<file path="config.mk">
export PLATFORM = sky130hd
export DESIGN_NAME = dda_line_rasterizer
export DESIGN_NICKNAME = d
export VERILOG_FILES = /design/src/rtl/core/dlr_pkg.sv /design/src/rtl/core/dlr_div.sv /design/src/rtl/core/dda_line_rasterizer.sv
export SDC_FILE = /design/constraint.sdc
export NUM_CORES = 1
export LEC_CHECK = 0
export BUFFER_PORTS_ARGS = -buffer_cell sky130_fd_sc_hd__clkbuf_2
export CORE_MARGIN = 8
export CORE_UTILIZATION = 56
export DETAILED_ROUTE_END_ITERATION = 6
export PLACE_DENSITY = 0.73
export RECOVER_POWER = 100
export SLEW_MARGIN = 20
export SYNTH_ARGS = -nofsm -noshare
export SYNTH_HDL_FRONTEND = slang
export SYNTH_SLANG_ARGS = --single-unit
</file>
<file path="constraint.sdc">
create_clock -name clk_i -period 3.2 [get_ports clk_i]
set_clock_uncertainty 0.15 [all_clocks]
set_input_delay 0.32 -clock clk_i [delete_from_list [all_inputs] [get_ports clk_i]]
set_output_delay 0.32 -clock clk_i [all_outputs]
set_load 0.03 [all_outputs]
</file>
<file path="src/rtl/core/dlr_pkg.sv">
// ----------------------------------------------------------------------------
// dlr_pkg
// Shared types and constants of the DDA line rasterizer.
// ----------------------------------------------------------------------------
package dlr_pkg;

  // Configuration register file
  localparam int unsigned LIMIT_BITS   = 11;
  localparam int unsigned CFG_IDX_BITS = 1;

  localparam logic [CFG_IDX_BITS-1:0] REG_WIDTH_LIMIT  = 1'b0;
  localparam logic [CFG_IDX_BITS-1:0] REG_HEIGHT_LIMIT = 1'b1;

  localparam logic [LIMIT_BITS-1:0] LIMIT_RESET = 11'd800;

  // Request kinds carried in tuser
  localparam logic REQ_LOAD = 1'b0;
  localparam logic REQ_STEP = 1'b1;

  // Divider status seen by the sequencer
  typedef struct packed {
    logic busy;
    logic done;
  } div_status_t;

endpackage

</file>
<file path="src/rtl/core/dlr_div.sv">
// ----------------------------------------------------------------------------
// dlr_div
// Restoring divider, one quotient bit per cycle; shared by both axes.
// ----------------------------------------------------------------------------
module dlr_div import dlr_pkg::*; #(
  parameter int unsigned N_BITS = 26,  // dividend and quotient width
  parameter int unsigned D_BITS = 10   // divisor width
) (
  input  logic              clk_i,
  input  logic              rst_ni,
  input  logic              start_i,
  input  logic [N_BITS-1:0] dividend_i,
  input  logic [D_BITS-1:0] divisor_i,
  output div_status_t       status_o,
  output logic [N_BITS-1:0] quotient_o
);

  localparam int unsigned CNT_BITS = $clog2(N_BITS + 1);

  logic [CNT_BITS-1:0] cnt_q, cnt_d;
  logic                done_q, done_d;
  logic [D_BITS-1:0]   rem_q, rem_d;
  logic [N_BITS-1:0]   quo_q, quo_d;
  logic [D_BITS-1:0]   dvs_q, dvs_d;
  logic [D_BITS:0]     shifted;
  logic [D_BITS+1:0]   diff;

  // trial subtract of the divisor from the shifted partial remainder
  assign shifted = {rem_q, quo_q[N_BITS-1]};
  assign diff    = {1'b0, shifted} - {2'b00, dvs_q};

  always_comb begin
    cnt_d  = cnt_q;
    rem_d  = rem_q;
    quo_d  = quo_q;
    dvs_d  = dvs_q;
    done_d = 1'b0;
    if (start_i) begin
      cnt_d = CNT_BITS'(N_BITS);
      rem_d = '0;
      quo_d = dividend_i;
      dvs_d = divisor_i;
    end else if (cnt_q != '0) begin
      cnt_d  = cnt_q - 1'b1;
      done_d = (cnt_q == CNT_BITS'(1));
      if (!diff[D_BITS+1]) begin
        rem_d = diff[D_BITS-1:0];
        quo_d = {quo_q[N_BITS-2:0], 1'b1};
      end else begin
        rem_d = shifted[D_BITS-1:0];
        quo_d = {quo_q[N_BITS-2:0], 1'b0};
      end
    end
  end

  always_ff @(posedge clk_i or negedge rst_ni) begin
    if (!rst_ni) begin
      cnt_q  <= '0;
      done_q <= 1'b0;
    end else begin
      cnt_q  <= cnt_d;
      done_q <= done_d;
    end
  end

  always_ff @(posedge clk_i) begin
    rem_q <= rem_d;
    quo_q <= quo_d;
    dvs_q <= dvs_d;
  end

  assign status_o.busy = (cnt_q != '0);
  assign status_o.done = done_q;
  assign quotient_o    = quo_q;

endmodule

</file>
<file path="src/rtl/core/dda_line_rasterizer.sv">
// ----------------------------------------------------------------------------
// dda_line_rasterizer
// DDA line rasterizer: load a segment, then stream its pixels on request.
// ----------------------------------------------------------------------------
// A step request (tuser = 1) needs no division, and step requests may
// follow back to back; each one with a line pending emits the floor of the
// accumulators, an in-image flag and a last mark. A load request (tuser = 0)
// of a non-zero line computes both fixed-point increments on one shared
// restoring divider, one quotient bit per cycle, x first and then y, and the
// block takes no request until both are done; a zero-length load starts no
// division. The result register is refilled in the same cycle that its pixel
// is taken, so a master side that stays ready, while step requests keep
// coming, sees one pixel per cycle; while a pixel waits, no request is taken.
module dda_line_rasterizer import dlr_pkg::*; #(
  parameter int unsigned COORD_BITS = 10,
  parameter int unsigned FRAC_BITS  = 16
) (
  input  logic                 clk_i,
  input  logic                 rst_ni,
  // configuration
  input  logic                    cfg_we_i,
  input  logic [CFG_IDX_BITS-1:0] cfg_idx_i,
  input  logic [LIMIT_BITS-1:0]   cfg_wdata_i,
  // request stream
  input  logic                 s_axis_tvalid_i,
  output logic                 s_axis_tready_o,
  // start_x, start_y, end_x, end_y, zero fill
  input  logic [((4*COORD_BITS+7)/8)*8-1:0] s_axis_tdata_i,
  // req_type
  input  logic                 s_axis_tuser_i,
  // pixel stream
  output logic                 m_axis_tvalid_o,
  input  logic                 m_axis_tready_i,
  // pixel_x, pixel_y, zero fill
  output logic [((2*COORD_BITS+7)/8)*8-1:0] m_axis_tdata_o,
  // in_image
  output logic                 m_axis_tuser_o,
  output logic                 m_axis_tlast_o
);

  localparam int unsigned C        = COORD_BITS;
  localparam int unsigned F        = FRAC_BITS;
  localparam int unsigned ACC_BITS = C + F;
  localparam int unsigned INC_BITS = F + 2;
  localparam int unsigned DIV_N    = C + F;
  localparam int unsigned OUT_W    = ((2*COORD_BITS+7)/8)*8;
  localparam int unsigned CMP_BITS = (C > LIMIT_BITS) ? C : LIMIT_BITS;

  typedef enum logic [1:0] {
    ST_IDLE,
    ST_DIV_X,
    ST_DIV_Y
  } state_e;

  state_e                state_q, state_d;
  logic [LIMIT_BITS-1:0] width_q, height_q;
  logic [ACC_BITS-1:0]   acc_x_q, acc_x_d, acc_y_q, acc_y_d;
  logic [INC_BITS-1:0]   inc_x_q, inc_x_d, inc_y_q, inc_y_d;
  logic [C-1:0]          left_q, left_d;
  logic [C-1:0]          mag_y_q, mag_y_d;
  logic                  neg_x_q, neg_x_d, neg_y_q, neg_y_d;
  logic [C-1:0]          steps_q, steps_d;
  logic                  ovld_q, ovld_d;
  logic [C-1:0]          opx_q, opx_d, opy_q, opy_d;
  logic                  oin_q, oin_d, olast_q, olast_d;

  logic [C-1:0]     sx, sy, ex, ey, adx, ady, steps;
  logic [C-1:0]     px, py;
  logic             s_xfer, step_xfer, load_xfer;
  logic             div_start;
  logic [DIV_N-1:0] div_dividend, div_quo;
  div_status_t      div_st;
  logic [F:0]       quo_mag;
  logic [INC_BITS-1:0] quo_pos, quo_neg;

  assign sx = s_axis_tdata_i[C-1:0];
  assign sy = s_axis_tdata_i[2*C-1:C];
  assign ex = s_axis_tdata_i[3*C-1:2*C];
  assign ey = s_axis_tdata_i[4*C-1:3*C];

  assign adx   = (ex >= sx) ? (ex - sx) : (sx - ex);
  assign ady   = (ey >= sy) ? (ey - sy) : (sy - ey);
  assign steps = (adx > ady) ? adx : ady;

  assign s_axis_tready_o = (state_q == ST_IDLE) && (!ovld_q || m_axis_tready_i);
  assign s_xfer    = s_axis_tvalid_i && s_axis_tready_o;
  assign load_xfer = s_xfer && (s_axis_tuser_i == REQ_LOAD);
  assign step_xfer = s_xfer && (s_axis_tuser_i == REQ_STEP);

  assign px = acc_x_q[ACC_BITS-1:F];
  assign py = acc_y_q[ACC_BITS-1:F];

  // magnitude fits in F+1 bits since |d| <= steps
  assign quo_mag = div_quo[F:0];
  assign quo_pos = {1'b0, quo_mag};
  assign quo_neg = '0 - quo_pos;

  always_comb begin
    state_d      = state_q;
    acc_x_d      = acc_x_q;
    acc_y_d      = acc_y_q;
    inc_x_d      = inc_x_q;
    inc_y_d      = inc_y_q;
    left_d       = left_q;
    mag_y_d      = mag_y_q;
    neg_x_d      = neg_x_q;
    neg_y_d      = neg_y_q;
    steps_d      = steps_q;
    ovld_d       = ovld_q && !m_axis_tready_i;
    opx_d        = opx_q;
    opy_d        = opy_q;
    oin_d        = oin_q;
    olast_d      = olast_q;
    div_start    = 1'b0;
    div_dividend = {adx, {F{1'b0}}};

    case (state_q)
      ST_IDLE: begin
        if (load_xfer) begin
          acc_x_d = {sx, {F{1'b0}}};
          acc_y_d = {sy, {F{1'b0}}};
          left_d  = steps;
          steps_d = steps;
          mag_y_d = ady;
          neg_x_d = (ex < sx);
          neg_y_d = (ey < sy);
          inc_x_d = '0;
          inc_y_d = '0;
          if (steps != '0) begin
            div_start = 1'b1;
            state_d   = ST_DIV_X;
          end
        end else if (step_xfer && (left_q != '0)) begin
          ovld_d  = 1'b1;
          opx_d   = px;
          opy_d   = py;
          oin_d   = (CMP_BITS'(px) < CMP_BITS'(width_q)) &&
                    (CMP_BITS'(py) < CMP_BITS'(height_q));
          olast_d = (left_q == C'(1));
          acc_x_d = acc_x_q + {{(C-2){inc_x_q[INC_BITS-1]}}, inc_x_q};
          acc_y_d = acc_y_q + {{(C-2){inc_y_q[INC_BITS-1]}}, inc_y_q};
          left_d  = left_q - 1'b1;
        end
      end
      ST_DIV_X: begin
        div_dividend = {mag_y_q, {F{1'b0}}};
        if (div_st.done) begin
          inc_x_d   = neg_x_q ? quo_neg : quo_pos;
          div_start = 1'b1;
          state_d   = ST_DIV_Y;
        end
      end
      ST_DIV_Y: begin
        if (div_st.done) begin
          inc_y_d = neg_y_q ? quo_neg : quo_pos;
          state_d = ST_IDLE;
        end
      end
      default: begin
        state_d = ST_IDLE;
      end
    endcase
  end

  dlr_div #(
    .N_BITS (DIV_N),
    .D_BITS (C)
  ) u_div (
    .clk_i      (clk_i),
    .rst_ni     (rst_ni),
    .start_i    (div_start),
    .dividend_i (div_dividend),
    .divisor_i  ((state_q == ST_IDLE) ? steps : steps_q),
    .status_o   (div_st),
    .quotient_o (div_quo)
  );

  always_ff @(posedge clk_i or negedge rst_ni) begin
    if (!rst_ni) begin
      state_q  <= ST_IDLE;
      width_q  <= LIMIT_RESET;
      height_q <= LIMIT_RESET;
      acc_x_q  <= '0;
      acc_y_q  <= '0;
      inc_x_q  <= '0;
      inc_y_q  <= '0;
      left_q   <= '0;
      ovld_q   <= 1'b0;
    end else begin
      state_q <= state_d;
      acc_x_q <= acc_x_d;
      acc_y_q <= acc_y_d;
      inc_x_q <= inc_x_d;
      inc_y_q <= inc_y_d;
      left_q  <= left_d;
      ovld_q  <= ovld_d;
      if (cfg_we_i) begin
        case (cfg_idx_i)
          REG_WIDTH_LIMIT:  width_q  <= cfg_wdata_i;
          REG_HEIGHT_LIMIT: height_q <= cfg_wdata_i;
          default: ;
        endcase
      end
    end
  end

  always_ff @(posedge clk_i) begin
    mag_y_q <= mag_y_d;
    neg_x_q <= neg_x_d;
    neg_y_q <= neg_y_d;
    steps_q <= steps_d;
    opx_q   <= opx_d;
    opy_q   <= opy_d;
    oin_q   <= oin_d;
    olast_q <= olast_d;
  end

  assign m_axis_tvalid_o = ovld_q;
  assign m_axis_tdata_o  = OUT_W'({opy_q, opx_q});
  assign m_axis_tuser_o  = oin_q;
  assign m_axis_tlast_o  = olast_q;

  // no request is taken while the divider works
  a_busy_not_ready: assert property (@(posedge clk_i) disable iff (!rst_ni)
    div_st.busy |-> !s_axis_tready_o)
    else $error("request accepted during division");

  // increments never exceed 1.0 in magnitude
  a_inc_range: assert property (@(posedge clk_i) disable iff (!rst_ni)
    div_st.done |-> (div_quo[DIV_N-1:F+1] == '0))
    else $error("increment magnitude above one");

  // the final pending step yields a pixel marked last
  a_last_pixel: assert property (@(posedge clk_i) disable iff (!rst_ni)
    (step_xfer && (left_q == C'(1))) |=> (m_axis_tvalid_o && m_axis_tlast_o))
    else $error("final pixel not marked last");

  // a pixel only comes from a step request with a line pending
  a_pixel_cause: assert property (@(posedge clk_i) disable iff (!rst_ni)
    $rose(m_axis_tvalid_o) |-> $past(step_xfer && (left_q != '0)))
    else $error("pixel emitted without a pending step");

endmodule

</file>
== Yosys cells after proc, flatten, opt, wreduce, memory -nomap -nowiden ==
Cells that the tools add are included.

* Mux-type cells: 38
* Add/sub/neg operators: 10
* Magnitude comparators: 7
* Equality and inequality tests: 8
* Reduce and logical (&&, ||, !) cells: 26
* Bitwise logic cells: 3

{| class="wikitable"
|+ Operators by type and width
! kind !! count
|-
| $mux W26 || 7
|-
| $mux W18 || 5
|-
| $pmux W18 S2 || 2
|-
| $mux W10 || 7
|-
| $add A26 B26 Y26 || 2
|-
| $sub A10 B10 Y10 || 4
|-
| $lt A10 B11 Y1 || 2
|-
| $ge A10 B10 Y1 || 2
|-
| $lt A10 B10 Y1 || 2
|-
| $reduce_bool A10 Y1 || 2
|-
| $sub A1 B17 Y18 const A || 1
|-
| $sub A11 B10 Y12 || 1
|-
| $eq A10 B1 Y1 const B || 1
|-
| $gt A10 B10 Y1 || 1
|-
| $mux W5 || 2
|-
| $sub A10 B1 Y10 const B || 1
|-
| $mux W1 || 9
|-
| $reduce_and A3 Y1 || 3
|-
| $mux W2 || 4
|-
| $reduce_and A2 Y1 || 4
|-
| $reduce_bool A2 Y1 || 4
|-
| $logic_and A1 B1 Y1 || 7
|-
| $ne A2 B1 Y1 const B || 3
|-
| $pmux W2 S3 || 1
|-
| other kinds (12) || 15
|}

* Register bits after elaboration: 219
* Bits of input ports: 58
* Output and inout port bits: 28
* Logic and storage cells: 114

== Logic depth before layout (Yosys ltp) ==
* Word-level depth: 9
* Mapped depth: 26
* Mapped depth without buffers: 23

== Modules after synthesis ==
Synthesis repeated with hierarchy kept, for this count alone.

* Cell total of the unflattened synthesis: 1,558
* Area total of the unflattened synthesis: 14,666.6 um2

{| class="wikitable"
|+ Modules (own cells, without submodules)
! module !! area an instance (um2) !! sequential area each (um2) !! times used !! cells an instance
|-
| dda_line_rasterizer || 12,026.5 || 4,406.7 || 1 || 1,351
|-
| dlr_div || 2,640.0 || 1,431.4 || 1 || 207
|}

== Least setup slack after synthesis ==
OpenSTA, ideal clock, no wires.

* Path kind: input to register
* Start: input s_axis_tdata_i[20]
* End: register u_div.quo_q[0] (netlist: u_div.quotient_o[0]), enable pin
* Data required time: 2,611 ps
* Setup time: 439 ps
* Stages on the path: 25
* Buffers on the path: 3
* Data arrival time: 5,280 ps
* Setup slack: -2,669 ps
* Cell sequence: inv_1 ha_1 inv_1 fa_1 a211oi_2 o21ai_1 a31oi_2 o21bai_1 buf_4 mux2_2 a21oi_1 xor2_1 inv_1 ha_1 a211oi_1 o2111ai_1 nand2_1 o211ai_1 a2111oi_0 nand4_1 o41a_1 o31ai_4 buf_6 buf_6 nand2_1

* Word-level cells in the longest chain between the ends: 9
* Elaborated cells between the ends (all ways): 11
* Classes of those cells: add/sub: 2; order compare: 2; mux: 5; reduce/logical: 2

{| class="wikitable"
|+ Ends and longest elaborated chain
! what !! RTL line !! text
|-
| start, declared || dda_line_rasterizer.sv:28 || <nowiki>input logic [((4*COORD_BITS+7)/8)*8-1:0] s_axis_tdata_i,</nowiki>
|-
| $sub A10 B10 Y10 / $ge A10 B10 Y1 (equally long branches) || dda_line_rasterizer.sv:81 || <nowiki>assign adx = (ex >= sx) ? (ex - sx) : (sx - ex);</nowiki>
|-
| $mux W10 (*) || dda_line_rasterizer.sv:81 ||
|-
| $gt A10 B10 Y1 || dda_line_rasterizer.sv:83 || <nowiki>assign steps = (adx > ady) ? adx : ady;</nowiki>
|-
| $mux W10 (*) || dda_line_rasterizer.sv:83 ||
|-
| $reduce_bool A10 Y1 (*) || dda_line_rasterizer.sv:129 || <nowiki>if (steps != '0) begin</nowiki>
|-
| $mux W1 (*) || dda_line_rasterizer.sv:129 ||
|-
| $mux W1 (*) || dda_line_rasterizer.sv:119 || <nowiki>if (load_xfer) begin</nowiki>
|-
| $pmux W1 S2 (*) || dda_line_rasterizer.sv:117 || <nowiki>case (state_q)</nowiki>
|-
| $reduce_bool A2 Y1 (no line) (*) || -- ||
|-
| end signal, assigned || dlr_div.sv:68 || <nowiki>quo_q <= quo_d;</nowiki>
|-
| end, declared || dlr_div.sv:23 || <nowiki>logic [N_BITS-1:0] quo_q, quo_d;</nowiki>
|}

Every way passes the cells marked *; elsewhere a longest branch is shown, timed or not.
A chain may end at the register's enable or synchronous reset.

== Worst setup path after layout ==
* Start: input s_axis_tdata_i[20]
* End: register u_div.quo_q[21] (netlist: u_div.quotient_o[21]) (data pin)

* Word-level cells in the longest chain between the ends: 9
* Elaborated cells between the ends (all ways): 12
* Classes of those cells: add/sub: 2; order compare: 2; mux: 7; reduce/logical: 1

{| class="wikitable"
|+ Ends and longest elaborated chain
! what !! RTL line !! text
|-
| $sub A10 B10 Y10 / $ge A10 B10 Y1 (equally long branches) || dda_line_rasterizer.sv:81 ||
|-
| $mux W10 (*) || dda_line_rasterizer.sv:81 ||
|-
| $gt A10 B10 Y1 || dda_line_rasterizer.sv:83 ||
|-
| $mux W10 || dda_line_rasterizer.sv:83 ||
|-
| $reduce_bool A10 Y1 || dda_line_rasterizer.sv:129 ||
|-
| $mux W1 || dda_line_rasterizer.sv:129 ||
|-
| $mux W1 || dda_line_rasterizer.sv:119 ||
|-
| $pmux W1 S2 || dda_line_rasterizer.sv:117 ||
|-
| $mux W26 (*) || dlr_div.sv:38 || <nowiki>if (start_i) begin</nowiki>
|-
| via u_div.quo_d[21] || dlr_div.sv:23 ||
|}

The timed path passes the listed nets; every way through them passes the cells marked *.

==> impl_results.md <==
- Fin crit share: 152%
- CTS max path bufs: 3
- Critical path origin: s_axis_tdata_i[20]
- Layout Cells excl Fill: 2221
- Antenna Nets Post-Route: 0
- Max VDD drop: 0.445 mV
- Crit. path cell count: 23
- Vias in the first global route: 12.8k
- Worst Setup Path Type: in -> reg
- Pre-CTS setup slack: -2.52 ns
- Slowest CP cell: fa_2
- # IOs: 86
- Die X: 178 µm
- Syn_area_per_cell: 9.36 µm²
- CP Data Arrival Time: 4.98 ns
- Overflow after GRT: 0
- Critical Path Sink: u_div.quotient_o[21]$_DFFE_PP_
- Worst R2R End: inc_x_q[16]$_DFFE_PN0P_
- TritonCTS clock tree: built
- Worst slew pin tran: 1.55 ns
- Max-slew headroom: -3.47%
- Synth Flop Type: dfrtp_1
- Row count: 59
- Mapped Area: 14600 µm²
- Initial antenna violation count: 1
- Min-Delay Path Class: in -> reg
- Final setup margin: -1.65 ns
- Outcome: finished, violations left
- Finished Cell Area: 18900 µm²
- Unrepaired setup endpoints after global routing: yes
- Cells after DPL: 2134
- Clk sinks: 219
- Worst hold margin: 0.0124 ns
- Sequential fraction of the synthesis area: 39.9%
- Hold violation total from the final report: 0
- CORE AREA: 25800 µm²
- Worst-path cell chain: clkbuf_16, inv_12, ha_4, inv_2, fa_2, a211oi_4, o21ai_2, a31oi_4, o21bai_4, buf_4, buf_4, mux2i_1, xnor2_2, ha_1, nand4_1, or3_1, o2111ai_2, nand2_2, or2_2, o41a_1, o31ai_4, buf_6, mux2_4
- Most frequent cells in the layout: 219 x buf_4, 135 x nand2_1, 123 x ha_1, 123 x dfrtp_1, 119 x inv_1
- Largest stage delay on the critical path: 0.39 ns
- Die height: 178 µm
- Routed len/inst: 18.4 µm
- Failing checks: max-capacitance violations, max-slew violations, negative setup slack
- Delay-heaviest family, CP: compound AO/OA/AOI/OAI gates
- Area leader, netlist: dfrtp_1
- #FFs+latches synth: 219
- Final wirelength: 41000 µm
- Most frequent cell on the critical path: buf_4
- Worst Path Buf+Inv: 6
- Yosys top cell area share: 21.0%
- Port bufs: 81
- YS warnings: 0
- Max cap viols: 1
- Via count: 12.8k
- Clk Latency, worst-skew pair: 0.54 ns
- Synth area leaders: dfrtp_1 21%, edfxtp_1 16%, ha_1 11%
- Drt first pass iters: 5
- Reg2reg setup slack: -0.07 ns
- Detailed Route Iter0 Violations: 951
- # DRC: 0
- Area growth, synth to finish: 29.1%
- Total GRT Usage: 25.2%
- Detailed placement HPWL: 29500 µm
- Lkg Pwr: 9.09 nW
- Die ar.: 31600 µm²
- Worst EP required: 3.33 ns
- Clock-pin slew on the worst setup and hold paths: 0.06 ns
- CP Capture Type: register
- Fin nets: 2065
- Initial Util: 56.6%
- Commonest non-fill, non-tap cell in the layout: buf_4
- Finished Core Util: 73.1%
- Placed Area: 17000 µm²
- Root buf cell: clkbuf_16
- Critical path fanouts, max: 8
- R2R depth: 11
- PwrDens: 469 nW/µm²
- DR vias/cell: 5.76
- Post-synth EDFFs: 80
- Largest net degree at the start of global routing: 65
- Asr flop ratio synth: 58.9%
- Final slew viol count: 60
- First-pass GRT wire length: 64600 µm
- CTS Buf Count: 24
- Layout cells sized above 1: 26.0%
- Final GP Congestion: 0.955
- Fin crit period: 4.85 ns
- Cell count after synthesis: 1564
- Max H-tree Level: 1
- Setup violators final: 112
- Synth unique cells: 81
- CP startpoint kind: input port
- Reg2reg start: u_div.quotient_o[0]$_SDFFCE_PP0P_
- Antenna diodes: 0
- Fmax: 0.206 GHz
==> power by group <==
part	internal [mW]	leakage (nW)	switching, mW	total (mW)
sequential	3.11	2.46	0.124	3.23
combinational	1.32	6.21	1.39	2.71
clock	1.73	0.411	1.19	2.92
total	6.16	9.09	2.70	8.86
==> flip-flops by register name, summed over array words and instances, names as in the netlist, 2 cells and up <==
signal	count
u_div.rem_q	10
opy_q	10
acc_y_q	26
width_q	11
u_div.cnt_q	5
acc_x_q	26
steps_q	10
mag_y_q	10
state_q	2
opx_q	10
inc_y_q	18
left_q	10
inc_x_q	18
u_div.quotient_o	26
height_q	11
u_div.dvs_q	10
==> per-layer routing <==
layer | up-vias | track usage (%) | share of wire, %
met4 | 2 | 7.19 | 2.5
met2 | 327 | 43.6 | 49
met5 | - | 0 | 0.032
met3 | 76 | 3.87 | 5.5
li1 | 6180 | - | -
met1 | 6216 | 32.1 | 43
==> cells in the mapped netlist (11+ instances only) <==
cell type and n:
xnor2_1 30, o21ai_0 144, nor3_1 26, and2_1 24
mux2_2 26, inv_1 126, edfxtp_1 80, o21a_1 15
nor2b_1 16, mux2i_1 24, xor2_1 62, a21o_1 54
nand3_1 83, nand2_1 148, nand2b_1 17, and3_1 12
or3_1 21, clkbuf_1 44, dfrtp_1 123, ha_1 132
a211oi_1 12, o21bai_1 11, a21oi_1 86, nor2_1 57
==> cell families (layout without fill, tap and decap cells) <==
| kind of cell | Yosys count | count (layout) | synth area share, % |
|---|---|---|---|
| AND/OR/NAND/NOR | 448 | 449 | 15.0 |
| multiplexers | 57 | 57 | 4.18 |
| other | 1 | 4 | 0.0256 |
| buffers and inverters | 195 | 513 | 5.30 |
| adder cells (fa/ha/maj) | 139 | 139 | 12.2 |
| XOR/XNOR | 92 | 92 | 5.51 |
| flip-flops | 219 | 219 | 39.9 |
| AO/OA/AOI/OAI | 413 | 413 | 17.8 |
==> timing repair <==
item,in CTS,in global routing
endpoints found under the setup margin,122,123
pin swaps,37,35
hold endpoints to repair,78,0
hold buffers,18,0
gates cloned,2,3
resized for setup,111,64
buffers inserted,14,11
==> worst min-delay path by stage <==
stage	end	startpoint	depth (start not counted)
2_1_floorplan	acc_x_q[0]$_DFFE_PN0P_	rst_ni	0
3_3_place_gp	acc_x_q[14]$_DFFE_PN0P_	rst_ni	1
3_5_place_dp	acc_x_q[14]$_DFFE_PN0P_	rst_ni	1
4_1_cts	acc_x_q[22]$_DFFE_PN0P_	s_axis_tdata_i[6]	4
5_1_grt	acc_x_q[20]$_DFFE_PN0P_	s_axis_tdata_i[4]	4
6_report	acc_x_q[22]$_DFFE_PN0P_	s_axis_tdata_i[6]	4
==> worst reg2reg max path, delay by kind of cell (launching register included) <==
family                     cells  cell delay [ns]
buffers and inverters          1             0.11
adders and majority gates      1             0.14
AOI/OAI and AO/OA              2             0.32
xor gates and xnor gates       1             0.23
and+or+nand+nor                6             1.79
DFF                            1             0.41
==> metrics by stage <==
stage / total power, mW / TNS [ns]
after floorplan: 4.48 / -176.71
after global placement: 5.41 / -220.92
after detailed placement: 5.48 / -238.30
after CTS: 8.72 / -140.69
after global routing: 9.24 / -171.70
final: 8.86 / -151.88
==> area by class of cell <==
class | instances | area, µm²
clock buffer | 34 | 714
inverter | 128 | 497
tap | 335 | 419
fill | 1865 | 6950
multi-input combinational | 1154 | 8770
timing repair inverter | 1 | 7.51
sequential | 219 | 5840
timing repair buffer | 340 | 2520
clock inverter | 10 | 123
Power figures use the tool's default switching activity.
